$ cat src/hw/rtl/mrsp_pkg.sv
// Package: codes, state and result types of the MIDI running status parser.
package mrsp_pkg;

    // Event / running status kinds
    localparam logic [2:0] KIND_NONE        = 3'd0;
    localparam logic [2:0] KIND_NOTE_ON     = 3'd1;
    localparam logic [2:0] KIND_NOTE_OFF    = 3'd2;
    localparam logic [2:0] KIND_CONTROL     = 3'd3;
    localparam logic [2:0] KIND_PITCH       = 3'd4;
    localparam logic [2:0] KIND_UNSUPPORTED = 3'd5;

    // Data byte phases
    localparam logic [1:0] PHASE_IDLE   = 2'd0;
    localparam logic [1:0] PHASE_FIRST  = 2'd1;
    localparam logic [1:0] PHASE_SECOND = 2'd2;

    // Status groups, bits [6:4] of a status byte
    localparam logic [2:0] GRP_NOTE_OFF   = 3'h0;
    localparam logic [2:0] GRP_NOTE_ON    = 3'h1;
    localparam logic [2:0] GRP_AFTERTOUCH = 3'h2;
    localparam logic [2:0] GRP_CONTROLLER = 3'h3;
    localparam logic [2:0] GRP_PROGRAM    = 3'h4;
    localparam logic [2:0] GRP_PRESSURE   = 3'h5;
    localparam logic [2:0] GRP_PITCH      = 3'h6;
    localparam logic [2:0] GRP_SYSTEM     = 3'h7;

    typedef struct packed {
        logic [2:0] kind;
        logic [1:0] phase;
        logic [6:0] held_first;
        logic [7:0] duty_a;
        logic [7:0] duty_b;
    } parser_state_t;

    typedef struct packed {
        logic [2:0] event_kind;
        logic [6:0] first_value;
        logic [6:0] second_value;
    } parser_event_t;

endpackage

$ cat src/hw/rtl/mrsp_step.sv
// Combinational step: one MIDI byte against the current parser state.
module mrsp_step
(
    input  logic [7:0]             byte_in,
    input  mrsp_pkg::parser_state_t state_cur,
    output mrsp_pkg::parser_state_t state_next,
    output mrsp_pkg::parser_event_t event_out
);
    import mrsp_pkg::*;

    logic [2:0] ev_kind;
    logic [7:0] duty_new;

    assign duty_new = {byte_in[6:0], 1'b0};

    always_comb
    begin
        state_next = state_cur;
        ev_kind    = KIND_NONE;

        if (byte_in[7])
        begin
            unique case (byte_in[6:4])
                GRP_NOTE_OFF:
                begin
                    state_next.kind  = KIND_NOTE_OFF;
                    state_next.phase = PHASE_FIRST;
                end
                GRP_NOTE_ON:
                begin
                    state_next.kind  = KIND_NOTE_ON;
                    state_next.phase = PHASE_FIRST;
                end
                GRP_AFTERTOUCH, GRP_CONTROLLER:
                begin
                    state_next.kind  = KIND_CONTROL;
                    state_next.phase = PHASE_FIRST;
                end
                GRP_PITCH:
                begin
                    state_next.kind  = KIND_PITCH;
                    state_next.phase = PHASE_FIRST;
                end
                GRP_PROGRAM, GRP_PRESSURE:
                begin
                    state_next.kind = KIND_UNSUPPORTED;
                end
                GRP_SYSTEM:
                begin
                    // system common only; realtime leaves everything alone
                    if (!byte_in[3])
                    begin
                        state_next.kind = KIND_UNSUPPORTED;
                    end
                end
            endcase
        end
        else if (state_cur.phase == PHASE_FIRST)
        begin
            state_next.held_first = byte_in[6:0];
            state_next.phase      = PHASE_SECOND;
        end
        else if (state_cur.phase == PHASE_SECOND)
        begin
            state_next.phase = PHASE_FIRST;
            unique case (state_cur.kind)
                KIND_NOTE_ON:
                begin
                    ev_kind = (byte_in[6:0] == 7'd0) ? KIND_NOTE_OFF : KIND_NOTE_ON;
                    state_next.held_first = 7'd0;
                end
                KIND_NOTE_OFF:
                begin
                    ev_kind = KIND_NOTE_OFF;
                    state_next.held_first = 7'd0;
                end
                KIND_CONTROL:
                begin
                    ev_kind = KIND_CONTROL;
                    state_next.duty_a = duty_new;
                    state_next.duty_b = ~duty_new;   // 255 - 2v
                end
                KIND_PITCH:
                begin
                    ev_kind = KIND_PITCH;
                    state_next.held_first = 7'd0;
                end
                default:
                begin
                    ev_kind = KIND_NONE;
                end
            endcase
        end
    end

    always_comb
    begin
        event_out.event_kind   = ev_kind;
        event_out.first_value  = (ev_kind == KIND_NONE) ? 7'd0 : state_cur.held_first;
        event_out.second_value = (ev_kind == KIND_NONE) ? 7'd0 : byte_in[6:0];
    end

endmodule

$ cat src/hw/rtl/midi_running_status_parser_unit.sv
// Top level: MIDI running status parser with registered input and result stages.
//
// Input channel: one received MIDI byte per transfer on incoming_byte
// (in_valid / in_ready). Every byte, status, data or realtime, gives exactly
// one result transfer on the output channel (out_valid / out_ready).
// A result carries event_kind (0 none, 1 note on, 2 note off, 3 control,
// 4 pitch wheel), the two data bytes when an event completes, and the two
// PWM duties as they stand after the byte.
// A byte taken into the input stage is decoded against the parser state as
// it moves to the result stage, and is shown on the output from then on.
// Throughput: one byte per cycle while the output is free or being taken;
// both stages then advance together.
// Stall: while out_ready is low the result is held; one more byte can wait
// in the input stage, after which in_ready drops until the result goes.
// Reset (rst_n low, asynchronous): no status seen, not collecting, held
// data byte and both duties cleared, both stages emptied.
module midi_running_status_parser_unit
(
    input  logic       clk,
    input  logic       rst_n,
    input  logic       in_valid,
    output logic       in_ready,
    input  logic [7:0] incoming_byte,
    output logic       out_valid,
    input  logic       out_ready,
    output logic [2:0] event_kind,
    output logic [6:0] first_value,
    output logic [6:0] second_value,
    output logic [7:0] duty_up,
    output logic [7:0] duty_down
);
    import mrsp_pkg::*;

    // input stage
    logic          in_valid_reg;
    logic [7:0]    in_byte_reg;
    // parser state, updated as a byte moves to the result stage
    parser_state_t state_reg;
    parser_state_t state_next;
    parser_event_t event_next;
    // result stage
    logic          out_valid_reg;
    parser_event_t event_reg;
    logic [7:0]    duty_up_reg;
    logic [7:0]    duty_down_reg;

    logic advance;

    // byte moves from input stage to result stage when the result slot is free
    assign advance  = in_valid_reg && (!out_valid_reg || out_ready);
    assign in_ready = !in_valid_reg || advance;

    mrsp_step u_step
    (
        .byte_in    (in_byte_reg),
        .state_cur  (state_reg),
        .state_next (state_next),
        .event_out  (event_next)
    );

    always_ff @(posedge clk or negedge rst_n)
    begin
        if (!rst_n)
        begin
            in_valid_reg  <= 1'b0;
            out_valid_reg <= 1'b0;
            state_reg     <= '0;
        end
        else
        begin
            if (in_ready)
            begin
                in_valid_reg <= in_valid;
            end
            if (advance)
            begin
                out_valid_reg <= 1'b1;
                state_reg     <= state_next;
            end
            else if (out_ready)
            begin
                out_valid_reg <= 1'b0;
            end
        end
    end

    // payload registers, no reset needed
    always_ff @(posedge clk)
    begin
        if (in_valid && in_ready)
        begin
            in_byte_reg <= incoming_byte;
        end
        if (advance)
        begin
            event_reg     <= event_next;
            duty_up_reg   <= state_next.duty_a;
            duty_down_reg <= state_next.duty_b;
        end
    end

    assign out_valid    = out_valid_reg;
    assign event_kind   = event_reg.event_kind;
    assign first_value  = event_reg.first_value;
    assign second_value = event_reg.second_value;
    assign duty_up      = duty_up_reg;
    assign duty_down    = duty_down_reg;

endmodule

$ cat config.mk
export PLATFORM = sky130hd
export DESIGN_NAME = midi_running_status_parser_unit
export DESIGN_NICKNAME = d
export VERILOG_FILES = /design/src/hw/rtl/mrsp_pkg.sv /design/src/hw/rtl/mrsp_step.sv /design/src/hw/rtl/midi_running_status_parser_unit.sv
export SDC_FILE = /design/constraint.sdc
export NUM_CORES = 1
export LEC_CHECK = 0
export BUFFER_PORTS_ARGS = -buffer_cell sky130_fd_sc_hd__buf_4
export CORE_UTILIZATION = 60
export CTS_BUF_LIST = sky130_fd_sc_hd__clkbuf_16
export DETAILED_ROUTE_END_ITERATION = 7
export PLACE_DENSITY = 0.84
export SLEW_MARGIN = 15
export SYNTH_ARGS = -nofsm -noshare
export SYNTH_HDL_FRONTEND = slang
export SYNTH_SLANG_ARGS = --single-unit
$ cat constraint.sdc
create_clock -name clk -period 4.65 [get_ports clk]
set_clock_uncertainty 0.2 [all_clocks]
set_input_delay 0.93 -clock clk [delete_from_list [all_inputs] [get_ports clk]]
set_output_delay 0.93 -clock clk [all_outputs]
set_load 0.02 [all_outputs]
==> results of run 1 <==
## report_power, final
group | internal (mW) | switching (mW) | total [mW]
combinational | 0.191 | 0.223 | 0.414
clock | 0.520 | 0.247 | 0.768
sequential | 0.809 | 0.0768 | 0.886
total | 1.52 | 0.547 | 2.07
## stage by stage
stage	instances	hold WS [ps]	power, mW
floorplan	218	226	1.18
global placement	319	245	1.28
detailed placement	319	258	1.30
CTS	335	271	2.08
global route	335	305	2.16
finish	335	269	2.07
## layout by cell type (no fill, tap or decap), types with 3 or more instances in the layout
master	count
nand4_1	9
nand2b_1	3
and2_1	16
nand2_1	4
bufinv_16	3
nor2_1	5
edfxtp_1	41
o31ai_1	7
o211ai_1	8
inv_1	20
dfrtp_1	30
mux2i_1	14
buf_4	47
mux2_2	14
clkbuf_16	9
## layout make-up
type,count,area (um2),share of cell area
multi-input cells,114,926,0.246
flip-flops and latches,71,1980,0.527
repair buffers,47,353,0.0939
clock buffers,9,225,0.0599
well taps,67,83.8,0.0223
clock inverters,7,114,0.0303
inverters,20,75.1,0.0200
## how the worst max path moves through the flow
stage              endpoint  slack (ps)  cells past startpoint
5_1_grt            in_ready        1470                      4
4_1_cts            in_ready        1550                      4
3_5_place_dp       in_ready        1550                      4
3_3_place_gp       in_ready        1560                      4
6_report           in_ready        1530                      4
2_1_floorplan  duty_down[0]        1460                      3
## layer usage
| layer | routed length [um] | part of all wire | track usage |
|---|---|---|---|
| met1 | 2240 | 0.42 | 0.287 |
| met3 | 368 | 0.069 | 0.0604 |
| met4 | 67 | 0.013 | 0.141 |
| met5 | 0 | 0 | 0 |
| met2 | 2640 | 0.50 | 0.350 |
## cells by family after synthesis
kind of cell | share of synthesized area
and+or+nand+nor | 0.118
buffers and inverters | 0.0519
adders and majority gates | 0.00817
DFF | 0.647
xor gates and xnor gates | 0.00572
muxes | 0.107
AOI/OAI and AO/OA | 0.0621
## worst max-delay path, cell delays in order
cell and delay, ps:
buf_4 110, nor2b_1 540, nand2_1 200, buf_4 200
==> metrics.yaml, run 1 <==
synth:
  yosysMostFrequentCell: "edfxtp_1"
  ys_async_sr_fraction: 0.423
  synth_warnings: 0
  ys.flop_type: "edfxtp_1"
  ys_seq_area_frac: 0.647
  synth.distinct_cells: 43
  synth_area_leaders: "edfxtp_1, dfrtp_1, mux2_2, mux2i_1, and2_1"
  ys_seq_elements: 71
  synth_common_cells: "edfxtp_1, dfrtp_1, inv_1"
  mappedNetlistNets: 232
  syn-cell-area_um2: 3060
  synth_top_area_cell: "edfxtp_1"
  synth-edff-count: 41
  yosysTopAreaCellShare: 0.402
  avgSynthCellArea_um2: 14.1
  netlist_instances: 218
die:
  rows: 25
  fp.coreArea_um2: 4820
  start_util: 0.636
  die_y_um: 73.5
  die_w_um: 73.5
  die-area_um2: 5400
  ioPinCount: 47
cells_and_area:
  final_design_area_no_fill_um2: 3760
  drive_gt1_frac: 0.321
  largest_reg_flops: 28
  post-route-util: 0.780
  antenna_cells: 0
  area_growth_pct: 22.7
  layout.nets: 277
  fillCellCount: 315
place:
  dp_hpwl_um: 3310
  gp_congestion: 0.859
  post-place-ws_ps: 1550
  placed_area_um2: 3420
  portBuffers: 46
cts:
  cts-buffers-inserted: 9
  cts_tree: "yes"
  cts_setup_buffers: 0
  clockBufferDepth: 2
  h-tree-depth: 3
  hold_buffers: 0
  cts-resized-gates: 0
  clock-sinks: 71
  clk_latency_ps: 330
  path_clk_slew_ps: 50
  clockRootBuffer: "clkbuf_16"
global_route:
  antenna_found_initial: 0
  grt_usage: 0.227
  grt_pass1_vias: 1723
  grt_max_degree: 34
  gr-total-overflow: 0
  grt_pass1_wl_um: 8560
route:
  viasPerCell: 5.50
  drt_pre_antenna_iters: 4
  drt_iter0_markers: 93
  antenna_left: 0
  drc: 0
  routed_wirelength_um: 5310
  via_count: 1843
  wl_per_cell_um: 15.9
run_status:
  status: "complete, no violations"
timing:
  max_slew.worst_pin.slew_ps: 714
  finalCriticalPeriod_ps: 3120
  setup_slack_ps: 1530
  maxSlewHeadroom: 0.523
  setup_viol: 0
  hold_viol: 0
  rsz0062_at_grt: "false"
  finalSetupTns_ps: 0
  fmax_mhz: 321
  slew_violations: 0
  final.period_utilization: 0.671
critical_path:
  timing.rr.end: "duty_up[6]"
  r2r_start: "state_reg[24]"
  r2r_cells: 5
  criticalPathCategory: "in2out"
  crit_start: "out_ready"
  r2r_slack_ps: 2350
  crit_path_end_kind: "primary output"
  cp-start-kind: "primary input"
  path_max_fanout: 10
  crit_required_ps: 3520
  critPathArrivalTime_ps: 1990
hold_path:
  whs_path_depth: 1
  min_path_type: "reg2reg"
  hold_end: "state_reg[0]"
  hp-start: "state_reg[0]"
power_and_ir_drop:
  ir_worst_vdd_v: 0.000441
  p_leak_nw: 1.65
  power_density_nw_per_um2: 550
run:
  maxCapViolCount: 0
Note: power is estimated with default switching activity, not from simulation.
==> run 2, diff against run 1 <==
Settings changed: CORE_UTILIZATION 60 to 51, PLACE_DENSITY 0.84 to 0.76.
Clock period 4.65 ns to 2.5 ns, I/O delays scaled along.
==> run 2 against run 1 <==
Global-route usage shrank 3.1 points. Sequential cell count is the same. Hold slack worse by 120 ps. Sequential share of layout area shrank 0.16 points. Register-to-register slack lost 2100 ps. Non-clock buffer count grew 7. Routed wire length down 0.30%. Clock-buffer cell count unchanged. Highest routed layer unchanged. Sequential power up 85%. Design area rose by 0.30%. Combinational power rose by 90%.
==> metrics.yaml, run 2 (synthesis results as in run 1) <==
cells_and_area:
  layout.nets: 284  # was 277
  area_growth_pct: 23.0  # was 22.7%
  antenna_cells: 0  # unchanged
  fillCellCount: 415  # was 315
  instances_no_fill: 347  # was 335
  largest_reg_flops: 28  # unchanged
  final_common_cell: "buf_4"  # unchanged
  drive_gt1_frac: 0.335  # was 0.321
  layout_common_cells: "buf_4, edfxtp_1, dfrtp_1"  # unchanged
timing:
  max_slew.worst_pin.slew_ps: 610  # was 714 ps
  finalSetupTns_ps: 0  # unchanged
  slew_violations: 0  # unchanged
  hold_viol: 0  # unchanged
  setup_viol: 0  # unchanged
  maxSlewHeadroom: 0.593  # was 0.523
  finalCriticalPeriod_ps: 2200
  rsz0062_at_grt: "false"  # unchanged
  final.period_utilization: 0.881
  fmax_mhz: 454
  setup_slack_ps: 299  # was 1530 ps
  hold_ws_ps: 146  # was 269 ps
cts:
  clk_latency_ps: 330  # about the same
  cts-resized-gates: 0  # unchanged
  h-tree-depth: 3  # unchanged
  cts-buffers-inserted: 9  # unchanged
  clockRootBuffer: "clkbuf_16"  # unchanged
  clockBufferDepth: 2  # unchanged
  cts_tree: "yes"  # unchanged
  cts_setup_buffers: 0  # unchanged
  hold_buffers: 1  # was 0
  clock-sinks: 71  # unchanged
  path_clk_slew_ps: 60  # was 50 ps
route:
  routed_wirelength_um: 5300  # was 5310 um
  drc: 0  # unchanged
  viasPerCell: 5.27  # was 5.50
  wl_per_cell_um: 15.3  # was 15.9 um
  drt_iter0_markers: 125  # was 93
  antenna_left: 0  # unchanged
  via_count: 1830  # was 1843
  drt_pre_antenna_iters: 4  # unchanged
critical_path:
  critPathArrivalTime_ps: 2080  # was 1990 ps
  cp-start-kind: "flip-flop"  # was primary input
  criticalPathCategory: "reg2reg"  # was in2out
  path_max_fanout: 16  # was 10
  crit_required_ps: 2370  # was 3520 ps
  crit_path_end_kind: "flip-flop"  # was primary output
place:
  dp_hpwl_um: 3490  # was 3310 um
  post-place-ws_ps: 305  # was 1550 ps
  gp_congestion: 0.834  # was 0.859
  dp_cells: 330  # was 319
  portBuffers: 46  # unchanged
global_route:
  use_met1: 0.266  # was 0.287
  grt-busiest-layer: "met2"  # unchanged
  gr-total-overflow: 0  # unchanged
  grt_pass1_wl_um: 8890  # was 8560 um
  met2_usage: 0.281  # was 0.350
  antenna_found_initial: 0  # unchanged
  grt_max_degree: 31  # was 34
  grt_pass1_vias: 1806  # was 1723
  use_met3: 0.0629  # was 0.0604
  grt_usage: 0.196  # was 0.227
hold_path:
  min_path_type: "in2reg"  # was reg2reg
power_and_ir_drop:
  total_power_mw: 3.64  # was 2.07 mW
  power_density_nw_per_um2: 966  # was 550 nW/um2
  p_leak_nw: 1.66  # was 1.65 nW
  ir_worst_vdd_v: 0.000558  # was 0.000441 V
die:
  fp.coreArea_um2: 5640  # was 4820 um2
  die_w_um: 79.5  # was 73.5 um
  start_util: 0.543  # was 0.636
  die-area_um2: 6320  # was 5400 um2
  rows: 27  # was 25
  die_y_um: 79.5  # was 73.5 um
  ioPinCount: 47  # unchanged
run_status:
  status: "complete, no violations"  # unchanged
run:
  maxCapViolCount: 0  # unchanged
==> run 2: worst paths after layout <==
path | start | to | slack [ps] | cells after the start
worst min-delay path | incoming_byte[7] | in_byte_reg[7] | 150 | 1
worst max register to register | state_reg[24] | duty_up[3] | 300 | 5
min in group asynchronous | rst_n | out_valid | 440 | 2
worst min register to register | state_reg[0] | state_reg[0] | 270 | 1
max in group asynchronous | rst_n | state_reg[9] | 1370 | 2
worst max-delay path | state_reg[24] | duty_up[3] | 300 | 5
==> run 2: area by class of cell <==
class / instances / area (um2) / area share
Sequential cell: 71 / 1980 / 0.526
Clock inverter: 7 / 63.8 / 0.0169
Timing Repair Buffer: 54 / 408 / 0.108
Multi-Input combinational cell: 114 / 926 / 0.246
Clock buffer: 9 / 225 / 0.0597
Tap cell: 72 / 90.1 / 0.0239
Inverter: 20 / 75.1 / 0.0199
==> run 2: power by group <==
part	switching (mW)	internal, mW
Combinational	0.416	0.372
Clock	0.452	0.762
Sequential	0.134	1.51
==> run 2: stage by stage <==
step	utilization	instance area, um2
floorplan	-	3070
global placement	0.615	3470
detailed placement	0.615	3470
CTS	0.668	3770
global route	0.668	3770
finish	0.668	3770
==> run 2: metal layers <==
metal	share of wire	wire length, um
met2	0.47	2490
met5	0	0
met4	0.019	100
met1	0.47	2470
met3	0.045	236
==> run 2: worst max-delay path, cell delays in order (launching register included) <==
cell	delay, ps
dfrtp_1	360
inv_1	70
ha_1	250
nor3b_4	340
and2_4	360
mux2_2	370
==> run 3, diff against run 2 <==
Settings changed: CORE_MARGIN set to 4, PLACE_DENSITY 0.76 to 0.8.
==> run 3 against run 2 <==
Design area grew 0.83%. Global-route usage is 3.3 points lower. Fmax shrank 0.36%. Sequential power about the same. Non-clock buffer count unchanged. Sequential cell count unchanged. Combinational power is essentially flat. Final cell count unchanged. Clock power rose by 11%. Power increased by 3.4%. Die area increased by 16%. Register-to-register slack about the same.
==> metrics.yaml, run 3 (synthesis results as in run 1) <==
run_status:
  status: "complete, no violations"  # unchanged
route:
  antenna_left: 0  # unchanged
  via_count: 1838  # was 1830
  drt_iter0_markers: 168  # was 125
  viasPerCell: 5.30  # was 5.27
  drc: 0  # unchanged
  drt_pre_antenna_iters: 4  # unchanged
  routed_wirelength_um: 5430  # was 5300 um
  wl_per_cell_um: 15.7  # was 15.3 um
place:
  gp_congestion: 0.827  # was 0.834
  portBuffers: 46  # unchanged
  dp_hpwl_um: 3660  # was 3490 um
  post-place-ws_ps: 290  # was 305 ps
  placed_area_um2: 3470  # unchanged
  dp_cells: 330  # unchanged
global_route:
  antenna_found_initial: 0  # unchanged
  gr-total-overflow: 0  # unchanged
  grt_pass1_wl_um: 9050  # was 8890 um
  grt_pass1_vias: 1835  # was 1806
  grt_max_degree: 31  # unchanged
  grt_usage: 0.164  # was 0.196
cells_and_area:
  antenna_cells: 0  # unchanged
  multi_input_area_um2: 926  # unchanged
  seqCellArea_um2: 1980  # unchanged
  instances_no_fill: 347  # unchanged
  drive_gt1_frac: 0.342  # was 0.335
  post-route-util: 0.670  # was 0.668
  largest_reg_flops: 28  # unchanged
  fillCellCount: 387  # was 415
  area_growth_pct: 24.1  # was 23.0%
  final_common_cell: "buf_4"  # unchanged
  final_design_area_no_fill_um2: 3800  # was 3770 um2
  layout.nets: 284  # unchanged
  layout_common_cells: "buf_4, edfxtp_1, dfrtp_1"  # unchanged
timing:
  slew_violations: 0  # unchanged
  finalSetupTns_ps: 0  # unchanged
  final.period_utilization: 0.884  # was 0.881
  maxSlewHeadroom: 0.566  # was 0.593
  fmax_mhz: 453  # was 454 MHz
  hold_viol: 0  # unchanged
  finalCriticalPeriod_ps: 2210  # was 2200 ps
  setup_viol: 0  # unchanged
  hold_ws_ps: 149  # was 146 ps
  setup_slack_ps: 291  # was 299 ps
  max_slew.worst_pin.slew_ps: 652  # was 610 ps
  rsz0062_at_grt: "false"  # unchanged
critical_path:
  criticalPathCategory: "reg2reg"  # unchanged
  path_max_fanout: 16  # unchanged
  crit_path_end_kind: "flip-flop"  # unchanged
  critPathArrivalTime_ps: 2090  # was 2080 ps
  crit_required_ps: 2380  # was 2370 ps
  cp-start-kind: "flip-flop"  # unchanged
die:
  start_util: 0.540  # was 0.543
  fp.coreArea_um2: 5680  # was 5640 um2
  rows: 27  # unchanged
  die_w_um: 85.5  # was 79.5 um
  die_y_um: 85.5  # was 79.5 um
  ioPinCount: 47  # unchanged
  die-area_um2: 7310  # was 6320 um2
power_and_ir_drop:
  total_power_mw: 3.76  # was 3.64 mW
  p_leak_nw: 1.67  # was 1.66 nW
  ir_worst_vdd_v: 0.000480  # was 0.000558 V
  power_density_nw_per_um2: 990  # was 966 nW/um2
cts:
  cts_tree: "yes"  # unchanged
  cts-buffers-inserted: 9  # unchanged
  h-tree-depth: 3  # unchanged
  clockBufferDepth: 2  # unchanged
  clockRootBuffer: "clkbuf_16"  # unchanged
  clock-sinks: 71  # unchanged
  clk_latency_ps: 320  # was 330 ps
  cts_setup_buffers: 0  # unchanged
  path_clk_slew_ps: 60  # about the same
run:
  maxCapViolCount: 0  # unchanged
hold_path:
  min_path_type: "in2reg"  # unchanged
run 3: cell count changes in the layout (fill, tap and decap cells not counted):
| cell | before | now |
|---|---|---|
| inv_6 | 0 | 1 |
| clkinv_1 | 3 | 1 |
| bufinv_16 | 1 | 2 |
run 3: metal layers:
layer	up-vias	part of all wire	GRT usage
met5	-	0	0
met4	0	0.021	0.0835
met3	9	0.068	0.0461
met2	59	0.48	0.256
met1	878	0.43	0.208
li1	892	-	-
run 3: area by class of cell:
class | instances | area share
Clock buffer | 9 | 0.0592
Clock inverter | 7 | 0.0250
Inverter | 20 | 0.0197
Multi-Input combinational cell | 114 | 0.244
Sequential cell | 71 | 0.521
Tap cell | 72 | 0.0237
Timing Repair Buffer | 54 | 0.107
run 3: repair_timing:
| action | CTS | global route |
|---|---|---|
| gates resized for setup | 0 | 0 |
| endpoints found under the hold margin | 30 | 0 |
| hold buffers | 1 | 0 |
| endpoints found under the setup margin | 0 | 0 |
run 3: critical path, stage by stage (launching register included):
cell and delay [ps]:
dfrtp_1 370, inv_1 70, ha_1 250, nor3b_4 340, and2_4 360, mux2_2 370
run 3: final timing paths:
kind / from / to / slack, ps / cells after the start
worst min register to register: state_reg[0] / state_reg[0] / 270 / 1
worst max register to register: state_reg[24] / duty_up[7] / 290 / 5
worst max-delay path: state_reg[24] / duty_up[7] / 290 / 5
min in group asynchronous: rst_n / state_reg[22] / 440 / 2
max in group asynchronous: rst_n / state_reg[21] / 1370 / 2
worst min-delay path: incoming_byte[5] / in_byte_reg[5] / 150 / 1
run 3: power breakdown:
| group | internal (mW) | leakage, nW | switching [mW] |
|---|---|---|---|
| clock | 0.873 | 0.156 | 0.463 |
| sequential | 1.50 | 0.723 | 0.135 |
| combinational | 0.371 | 0.794 | 0.417 |
